`src/rtl/keyword_mask_filter_unit_assert.svh`:
```
// ----------------------------------------------------------------------------
// Keyword mask filter assertion macros
// Concurrent assertion wrappers that can be compiled out with NO_ASSERTIONS.
// ----------------------------------------------------------------------------
`ifndef KEYWORD_MASK_FILTER_UNIT_ASSERT_SVH
`define KEYWORD_MASK_FILTER_UNIT_ASSERT_SVH

`ifndef NO_ASSERTIONS

// Antecedent and consequent in the same cycle.
`define KMF_ASSERT_SAME(label, clk, rst_n, ante, cons) \
  label: assert property (@(posedge clk) disable iff (!rst_n) (ante) |-> (cons)) \
    else $error("keyword mask filter check failed");

// Consequent in the cycle after the antecedent.
`define KMF_ASSERT_NEXT(label, clk, rst_n, ante, cons) \
  label: assert property (@(posedge clk) disable iff (!rst_n) (ante) |=> (cons)) \
    else $error("keyword mask filter check failed");

`else

`define KMF_ASSERT_SAME(label, clk, rst_n, ante, cons)
`define KMF_ASSERT_NEXT(label, clk, rst_n, ante, cons)

`endif

`endif

```
`src/rtl/kmf_pkg.sv`:
```
// ----------------------------------------------------------------------------
// Keyword mask filter package
// Keyword table, case folding and the control type shared by the modules.
// ----------------------------------------------------------------------------
package kmf_pkg;

  localparam int KwCount  = 3;
  localparam int KwMaxLen = 12;

  typedef logic [8*KwMaxLen-1:0] kw_text_t;

  // Right aligned: the last character of a keyword sits in bits [7:0], so
  // the byte at age a (0 = newest) is compared with bits [8*a+7:8*a].
  localparam kw_text_t KwText [KwCount] = '{
    kw_text_t'("palavraofeia"),
    kw_text_t'("chulao"),
    kw_text_t'("improprio")
  };

  localparam int KwLen [KwCount] = '{12, 6, 9};

  localparam logic [7:0] StarChar = 8'd42;

  // Control from the window to the output stage for one accepted byte.
  typedef struct packed {
    logic emit_one;    // oldest byte leaves the full window
    logic load_flush;  // last byte: whole window moves to the flush buffer
  } kmf_push_t;

  function automatic logic [7:0] fold_case(input logic [7:0] c);
    logic [7:0] r;
    r = c;
    if (c >= 8'd65 && c <= 8'd90) begin
      r = c + 8'd32;
    end
    return r;
  endfunction

endpackage

```
`src/rtl/kmf_window.sv`:
```
// ----------------------------------------------------------------------------
// Keyword mask filter window
// Holds the unreleased bytes with their mask bits and matches the keywords.
// ----------------------------------------------------------------------------
module kmf_window import kmf_pkg::*; #(
  parameter int WindowLen = 12
) (
  input  logic                               clk_i,
  input  logic                               rst_ni,
  input  logic                               accept_i,
  input  logic [7:0]                         char_i,
  input  logic                               last_i,
  output kmf_push_t                          push_o,
  output logic [$clog2(WindowLen+1)-1:0]     n_o,
  output logic [7:0]                         single_o,
  output logic [7:0]                         win_o [WindowLen]
);

  localparam int FillW     = $clog2(WindowLen);
  localparam int CntW      = $clog2(WindowLen + 1);
  localparam int HoldDepth = WindowLen - 1;

  logic [7:0]           held_q [HoldDepth];
  logic [HoldDepth-1:0] mark_q, mark_d;
  logic [FillW-1:0]     fill_q, fill_d;

  logic [7:0]           ext_byte [WindowLen];
  logic [WindowLen-1:0] ext_mark;
  logic [KwCount-1:0]   hit;
  logic [CntW-1:0]      n;
  logic                 full;

  // Age 0 is the incoming byte, age a is the byte a positions older.
  always_comb begin
    ext_byte[0] = char_i;
    for (int a = 1; a < WindowLen; a++) begin
      ext_byte[a] = held_q[a-1];
    end
  end

  // A keyword ends at the incoming byte if enough bytes are held and every
  // folded byte equals the keyword character at the same age.
  always_comb begin
    for (int k = 0; k < KwCount; k++) begin
      hit[k] = (fill_q >= FillW'(KwLen[k] - 1));
      for (int a = 0; a < KwMaxLen; a++) begin
        if (a < KwLen[k]) begin
          hit[k] = hit[k] & (fold_case(ext_byte[a]) == KwText[k][8*a +: 8]);
        end
      end
    end
  end

  always_comb begin
    ext_mark = '0;
    for (int a = 1; a < WindowLen; a++) begin
      ext_mark[a] = mark_q[a-1];
    end
    for (int k = 0; k < KwCount; k++) begin
      for (int a = 0; a < KwMaxLen; a++) begin
        if (a < KwLen[k] && hit[k]) begin
          ext_mark[a] = 1'b1;
        end
      end
    end
    for (int a = 0; a < WindowLen; a++) begin
      win_o[a] = ext_mark[a] ? StarChar : ext_byte[a];
    end
  end

  assign n    = CntW'(fill_q) + CntW'(1);
  assign full = (n == CntW'(WindowLen));
  assign n_o  = n;

  // The oldest byte in the extended window sits at age fill_q.
  assign single_o = win_o[fill_q];

  assign push_o.emit_one   = accept_i & ~last_i & full;
  assign push_o.load_flush = accept_i & last_i;

  always_comb begin
    if (last_i) begin
      mark_d = '0;
      fill_d = '0;
    end else begin
      mark_d = ext_mark[HoldDepth-1:0];
      fill_d = full ? FillW'(HoldDepth) : n[FillW-1:0];
    end
  end

  always_ff @(posedge clk_i or negedge rst_ni) begin
    if (!rst_ni) begin
      mark_q <= '0;
      fill_q <= '0;
    end else if (accept_i) begin
      mark_q <= mark_d;
      fill_q <= fill_d;
    end
  end

  always_ff @(posedge clk_i) begin
    if (accept_i) begin
      for (int j = 0; j < HoldDepth; j++) begin
        held_q[j] <= ext_byte[j];
      end
    end
  end

endmodule

```
`src/rtl/kmf_drain.sv`:
```
// ----------------------------------------------------------------------------
// Keyword mask filter output stage
// Flush buffer for the end of a message and the output register.
// ----------------------------------------------------------------------------
module kmf_drain import kmf_pkg::*; #(
  parameter int WindowLen = 12
) (
  input  logic                               clk_i,
  input  logic                               rst_ni,
  input  kmf_push_t                          push_i,
  input  logic [$clog2(WindowLen+1)-1:0]     n_i,
  input  logic [7:0]                         single_i,
  input  logic [7:0]                         win_i [WindowLen],
  input  logic                               out_ready_i,
  output logic                               ready_o,
  output logic                               busy_o,
  output logic                               out_valid_o,
  output logic [7:0]                         out_char_o,
  output logic                               out_last_o
);

  localparam int CntW = $clog2(WindowLen + 1);
  localparam int IdxW = $clog2(WindowLen);

  logic [7:0]      fbuf_q [WindowLen];
  logic [CntW-1:0] cnt_q;
  logic [CntW-1:0] cnt_m1;
  logic            out_valid_q;
  logic [7:0]      out_char_q;
  logic            out_last_q;
  logic            take;
  logic            drain;

  assign take   = ~out_valid_q | out_ready_i;
  assign busy_o = (cnt_q != '0);
  assign drain  = busy_o & take;
  assign cnt_m1 = cnt_q - CntW'(1);

  // A push only comes with an accepted byte, which needs an idle flush buffer
  // and a free output register.
  assign ready_o = ~busy_o & take;

  always_ff @(posedge clk_i or negedge rst_ni) begin
    if (!rst_ni) begin
      cnt_q       <= '0;
      out_valid_q <= 1'b0;
    end else begin
      if (push_i.load_flush) begin
        cnt_q <= n_i;
      end else if (drain) begin
        cnt_q <= cnt_m1;
      end
      if (push_i.emit_one || drain) begin
        out_valid_q <= 1'b1;
      end else if (out_ready_i) begin
        out_valid_q <= 1'b0;
      end
    end
  end

  // Entries drain from the oldest age down to age zero, the final byte.
  always_ff @(posedge clk_i) begin
    if (push_i.load_flush) begin
      fbuf_q <= win_i;
    end
    if (push_i.emit_one) begin
      out_char_q <= single_i;
      out_last_q <= 1'b0;
    end else if (drain) begin
      out_char_q <= fbuf_q[cnt_m1[IdxW-1:0]];
      out_last_q <= (cnt_q == CntW'(1));
    end
  end

  assign out_valid_o = out_valid_q;
  assign out_char_o  = out_char_q;
  assign out_last_o  = out_last_q;

endmodule

```
`src/rtl/keyword_mask_filter_unit.sv`:
```
// ----------------------------------------------------------------------------
// Keyword mask filter unit
// Masks the keywords of a byte stream with asterisks, message by message.
// ----------------------------------------------------------------------------
// The unit takes one message byte per transfer and returns the same bytes in
// order, with every byte covered by an occurrence of "palavraofeia", "chulao"
// or "improprio" (ASCII letters compared case-insensitively, overlaps
// included) replaced by an asterisk. Inside a message a byte is held until
// WINDOW_LEN-1 later bytes have arrived, so output lags input by up to
// WINDOW_LEN-1 bytes; while that window is full, every accepted byte releases
// one output transfer and bytes stream at one per cycle while out_ready_i
// holds. The byte flagged as last releases the whole held window: it moves
// into a flush buffer that drains one output transfer per cycle while
// out_ready_i holds, oldest first, with last_out_o set on the final byte.
// Input is stalled while that drain runs, until the up to WINDOW_LEN held
// bytes have left. The window is cleared by the last byte, so matches never
// span two messages. An output register separates the two sides: a new byte
// is taken while the previous result is being transferred.
// ----------------------------------------------------------------------------
module keyword_mask_filter_unit import kmf_pkg::*; #(
  parameter int WINDOW_LEN = 12
) (
  input  logic       clk_i,
  input  logic       rst_ni,
  input  logic       in_valid_i,
  output logic       in_ready_o,
  input  logic [7:0] char_in_i,
  input  logic       last_in_i,
  output logic       out_valid_o,
  input  logic       out_ready_i,
  output logic [7:0] char_out_o,
  output logic       last_out_o
);

`include "keyword_mask_filter_unit_assert.svh"

  localparam int CntW = $clog2(WINDOW_LEN + 1);

  kmf_push_t       push;
  logic [CntW-1:0] win_n;
  logic [7:0]      win_single;
  logic [7:0]      win_bytes [WINDOW_LEN];
  logic            accept;
  logic            drain_ready;
  logic            drain_busy;

  assign in_ready_o = drain_ready;
  assign accept     = in_valid_i & drain_ready;

  // Window and keyword matchers: all three keywords are checked in parallel
  // against the newest bytes on every accepted transfer.
  kmf_window #(
    .WindowLen (WINDOW_LEN)
  ) u_window (
    .clk_i    (clk_i),
    .rst_ni   (rst_ni),
    .accept_i (accept),
    .char_i   (char_in_i),
    .last_i   (last_in_i),
    .push_o   (push),
    .n_o      (win_n),
    .single_o (win_single),
    .win_o    (win_bytes)
  );

  // Output register plus the flush buffer that empties at message end.
  kmf_drain #(
    .WindowLen (WINDOW_LEN)
  ) u_drain (
    .clk_i       (clk_i),
    .rst_ni      (rst_ni),
    .push_i      (push),
    .n_i         (win_n),
    .single_i    (win_single),
    .win_i       (win_bytes),
    .out_ready_i (out_ready_i),
    .ready_o     (drain_ready),
    .busy_o      (drain_busy),
    .out_valid_o (out_valid_o),
    .out_char_o  (char_out_o),
    .out_last_o  (last_out_o)
  );

  // The last byte of a message always starts a flush drain.
  `KMF_ASSERT_NEXT(a_last_starts_flush, clk_i, rst_ni, accept && last_in_i, drain_busy)

  // The final byte of a message only leaves once the flush buffer is empty.
  `KMF_ASSERT_SAME(a_last_ends_flush, clk_i, rst_ni, out_valid_o && last_out_o, !drain_busy)

  // Neither a single release nor a flush load is pushed while the flush buffer is busy.
  `KMF_ASSERT_SAME(a_no_push_in_flush, clk_i, rst_ni, drain_busy,
                   !push.emit_one && !push.load_flush)

endmodule
```
`config.mk`:
```
export PLATFORM = sky130hd
export DESIGN_NAME = keyword_mask_filter_unit
export DESIGN_NICKNAME = d
export VERILOG_FILES = /design/src/rtl/kmf_pkg.sv /design/src/rtl/kmf_window.sv /design/src/rtl/kmf_drain.sv /design/src/rtl/keyword_mask_filter_unit.sv
export VERILOG_INCLUDE_DIRS = /design/src /design/src/rtl
export SDC_FILE = /design/constraint.sdc
export NUM_CORES = 1
export LEC_CHECK = 0
export ABC_AREA = 0
export BUFFER_PORTS_ARGS = -buffer_cell sky130_fd_sc_hd__buf_2
export CORE_MARGIN = 3
export CORE_UTILIZATION = 62
export DETAILED_ROUTE_END_ITERATION = 8
export PLACE_DENSITY = 0.87
export REMOVE_ABC_BUFFERS = 1
export SETUP_SLACK_MARGIN = 0.1
export SYNTH_ARGS = -nofsm -noshare
export SYNTH_HDL_FRONTEND = slang
export SYNTH_SLANG_ARGS = --single-unit
export TNS_END_PERCENT = 30
```
`constraint.sdc`:
```
create_clock -name clk_i -period 6.95 [get_ports clk_i]
set_clock_uncertainty 0.2 [all_clocks]
set_input_delay 0.695 -clock clk_i [delete_from_list [all_inputs] [get_ports clk_i]]
set_output_delay 0.695 -clock clk_i [all_outputs]
set_load 0.02 [all_outputs]
```
[Yosys cells after proc, flatten, opt, wreduce, memory -nomap -nowiden]
Memories as Yosys holds them, arrays and structs flattened.
Index checks and enable logic that the tools add are counted.
Storage, ports and cells
  flip-flop bits (word level): 125
  RAM bits: 88
  output and inout port bits: 11
  logic and storage cells: 212
  memories kept: 1
Memory list
  u_window.held_q: words 11, width 8, read ports 11, clocked after Yosys merged registers in 0, wr ports 11, RTL line kmf_window.sv:23  | logic [7:0] held_q [HoldDepth];
Cells by class
  $add $sub $neg: 14
  order comparisons: 29
  equal/unequal tests: 26
  mux-type cells: 68
  bitwise operators: 39
  reductions and logical operators: 17
Operators by type and width (count)
  8-bit two-way mux: 30
  8-bit by 7-bit equality test with 1-bit output (second input constant): 24
  8-bit by 6-bit adder with 8-bit output (second input constant): 12
  8-bit by 7-bit greater-or-equal comparator with 1-bit output (second input constant): 12
  8-bit by 7-bit less-or-equal comparator with 1-bit output (second input constant): 12
  8-bit binary-select mux with 4-bit select: 2
  1-bit AND: 33
  1-bit two-way mux: 31
  4-bit two-way mux: 4
  1-bit logical AND: 12
  11-bit two-way mux: 1
  5-bit greater-or-equal comparator (second input constant): 2
  4-bit inverter with 5-bit output: 2
  4-bit greater-or-equal comparator (second input constant): 2
  2-bit nonzero test: 3
  4-bit by 1-bit adder with 4-bit output (second input constant): 1
  4-bit by 1-bit equality test with 1-bit output (second input constant): 1
  4-bit equality test (second input constant): 1
  4-bit by 3-bit greater-or-equal comparator with 1-bit output (second input constant): 1
  4-bit nonzero test: 1
  4-bit by 1-bit subtractor with 4-bit output (second input constant): 1
  1-bit inverter: 3
  1-bit logical OR: 1
  1-bit OR: 1

[Logic depth before layout (Yosys ltp)]
  depth after elaboration: 24
  depth in mapped cells: 12

[Cells and area by module]
Synthesis repeated with hierarchy kept, for this count alone.
Unflattened totals
  cells, all modules: 794
  area, all modules: 10329.9 um^2
Modules (own cells, without submodules)
  kmf_window: instances 1, cells an instance 579, area each 5903.2 um^2, sequential area each 3017.9 um^2
  kmf_drain: instances 1, cells an instance 214, area each 4420.5 um^2, sequential area each 3268.1 um^2
  keyword_mask_filter_unit: instances 1, cells an instance 1, area each 6.3 um^2, sequential area each 0.0 um^2

[Worst setup path before layout]
OpenSTA, ideal clock, no wires.
  path kind: reg2reg
  from: register u_drain.cnt_q[0]
  to: register u_drain.fbuf_q[0] (netlist name), enable pin
  library setup time: 0.667 ns
  data arrival time: 5.486 ns
  data required time: 6.083 ns
  path slack: 0.597 ns
  cell stages (with the launch flop): 10
  period minus slack after synthesis: 6.353 ns
  cells stage by stage: dfrtp_1 > clkbuf_1 > buf_2 > inv_1 > ha_1 > nor3b_1 > nand3_1 > clkinv_1 > nand2_1 > inv_1
RTL lines
  start, declared: RTL line kmf_drain.sv:26  | logic [CntW-1:0] cnt_q;
  start signal, assigned: RTL line kmf_drain.sv:49  | cnt_q <= n_i;
  start signal, assigned: RTL line kmf_drain.sv:51  | cnt_q <= cnt_m1;
  end signal, assigned: RTL line kmf_drain.sv:64  | fbuf_q <= win_i;
  end, declared: RTL line kmf_drain.sv:25  | logic [7:0] fbuf_q [WindowLen];

==> results.cfg <==
[run_status]
status = finished clean

[route]
firstDrtPassIters = 6
dr.first_iter.drc_count = 933
wire_per_inst_um = 26.1
vias = 6359
drc = 0
drt-total-wl_mm = 23.7
ant_nets = 0
detail_route.vias_per_cell = 7.00

[sta]
fmax_mhz = 225
setup_violations = 0
worstMarginPinSlew_ns = 1.14
whs_ns = 0.204
fin_crit_ns = 4.45
fin_crit_sh_pct = 64.1
rsz0062_at_grt = false
slew_viol_final = 0
setup_ws_ns = 2.50
setup-tns-final_ns = 0
relSlewSlack_pct = 24.2
finalHoldViolations = 0

[cells_and_area]
area_growth_pct = 10.5
final_nets = 741
drive_above_1_share_pct = 13.0
diodes = 0
final_core_util_pct = 71.3
fin_area_um2 = 10600

[power_and_ir_drop]
intPower_mw = 2.62
seqPwrFrac_pct = 43.9
power_per_cell_area_nw_per_um2 = 361
p_switching_mw = 1.20
peakVddDrop_v = 0.000250
pwr-share-comb_pct = 26.5
sw_frac_of_total_pct = 31.3
power_frac_clock_pct = 29.7
leakagePower_nw = 3.57

[setup_path]
cp_common_cell = clkinv_2
crit_family = buffers and inverters
slowest_delay_ns = 1.00
critPathSlowestCell = dfrtp_2
arrival_ns = 4.41
cp_cell_sequence = inv_1 -> ha_1 -> nor3b_1 -> nand3_1 -> clkinv_2 -> nand2_1 -> clkinv_2 -> buf_4
crit_type = reg -> reg
required_ns = 6.91
worstSetupStartpointType = flip-flop
cp_max_fo = 55
end_kind = flip-flop
critical_path_buf_inv_count = 4

[synthesis]
synth_area_um2 = 9550
ys_warn_count = 0
ys.flop_type = edfxtp_1
yosys.area.top_type = edfxtp_1
synth_top_area_share_pct = 60.3
async_flop_share_pct = 9.39
ys_seq_area_share_pct = 65.8
syn_avg_cell_area_um2 = 14.1
syn-instance-count = 678
ys_types = 61
synth-edff-count = 192
synth.most_common_cell = edfxtp_1
ys_ff_latch = 213
synth_commonest_cells = 192 x edfxtp_1, 49 x nand2_1, 47 x and2_1
synth_area_leaders = edfxtp_1 60%, mux4_2 5.7%, dfrtp_1 5.2%, and2_1 3.1%, ha_1 2.4%

[die]
rows = 44
core-area_um2 = 14800
start_util_pct = 64.5
die_area_um2 = 16900
io-pin-count = 24
die_x_um = 130
die_h_um = 130

[clocking]
postCtsResizedCells = 0
cts_sinks = 213
clk_pin_slew_ns = 0.06
postCtsSetupBuffers = 0
numCtsBuffers = 22
cts_root_buf = clkbuf_16
cts-htree-levels = 1
clkLatencyLatePin_ns = 0.50
cts.path.max_buffers = 3
cts_tree = done

[flow_run]
maxCapViolCount = 0

[placement]
dp_hpwl_mm = 15.9
port_buffers = 23
dpl_cell_area_um2 = 9860
preCtsSetupSlack_ns = 2.46
gp_congestion = 1.02

[global_route]
grt_pass1_wl_mm = 36.5
grt_pass1_vias = 6244
grt_max_degree = 89
antenna_found_initial = 0
grt-ovfl-total = 0
grt_util_all_layers_pct = 28.8

[worst_hold_path]
hp-class = in -> reg
==> logic make-up (layout without fill, tap and decap cells) <==
logic type | after synthesis | count (layout) | share of synthesized area [%]
flops | 213 | 213 | 65.8
fa+ha+maj | 18 | 18 | 2.36
simple gates | 279 | 279 | 17.1
compound gates | 99 | 99 | 6.73
buf+inv | 36 | 83 | 1.49
mux | 25 | 25 | 5.76
xor+xnor | 8 | 8 | 0.733
==> power by group through the flow <==
| stage | clock network [mW] | registers, mW | logic (mW) |
|---|---|---|---|
| floorplan | 0 | 1.69 | 0.627 |
| global placement | 0 | 1.69 | 0.970 |
| detailed placement | 0 | 1.70 | 0.982 |
| CTS | 1.15 | 1.67 | 0.993 |
| global route | 1.19 | 1.70 | 1.07 |
| finish | 1.13 | 1.68 | 1.01 |
==> metrics by stage <==
stage	std cells	power, mW
floorplan	656	2.31
global placement	869	2.66
finish	909	3.82
global route	909	3.96
CTS	909	3.81
detailed placement	869	2.68
==> layout by cell type (no fill, tap or decap), drive strengths merged, types with 6 or more instances in the layout <==
cell type / n
edfxtp: 192
nand2: 49
and2: 47
a21oi: 32
clkbuf: 29
buf: 29
nor2: 26
nand2b: 24
mux4: 24
nor2b: 23
nor3: 21
o21ai: 20
dfrtp: 20
ha: 18
or3: 16
inv: 12
nand4: 10
nor4: 10
clkinv: 10
or4: 9
nand3: 8
nor4bb: 7
a31oi: 7
a221oi: 7
o22ai: 6
nor4b: 6
o32ai: 6
==> layout make-up <==
type	instances	area, um2
tap	184	230
multi-input combinational	429	3130
fill	907	4250
clock inverter	10	95.1
sequential	213	6290
inverter	14	55.1
clock buffer	29	598
timing repair buffer	30	170
==> state kept, by name (all words and copies together), names as in the netlist <==
register,cells
u_drain.out_char_o,8
u_window.fill_q,4
u_window.mark_q,11
u_drain.fbuf_q,96
u_window.held_q,88
u_drain.out_valid_o,1
u_drain.out_last_o,1
u_drain.cnt_q,4
==> worst paths after layout <==
check / end / slack, ns / cells past startpoint / from
worst max register to register: u_drain.fbuf_q[40] / 2.50 / 8 / u_drain.cnt_q[0]
max in group asynchronous: u_drain.cnt_q[0] / 5.74 / 2 / rst_ni
min in group asynchronous: u_window.mark_q[0] / 0.47 / 2 / rst_ni
worst max-delay path: u_drain.fbuf_q[40] / 2.50 / 8 / u_drain.cnt_q[0]
worst min register to register: u_drain.out_last_o / 0.27 / 2 / u_drain.out_last_o
worst min-delay path: u_window.held_q[0][7] / 0.20 / 1 / char_in_i[7]
==> metal layers <==
layer  global-route usage, %  up-vias  share of wire, %
met5                       0        -                 0
met4                    10.4        0               4.2
met3                    3.85       78               9.4
met2                    48.0      411                50
met1                    39.4     3169                37
li1                        -     2701                 -
==> repair_timing <==
item / CTS / global route
hold buffers: 1 / 0
hold endpoints to repair: 20 / 0
setup endpoints to repair: 0 / 0
Power figures use the tool's default switching activity.
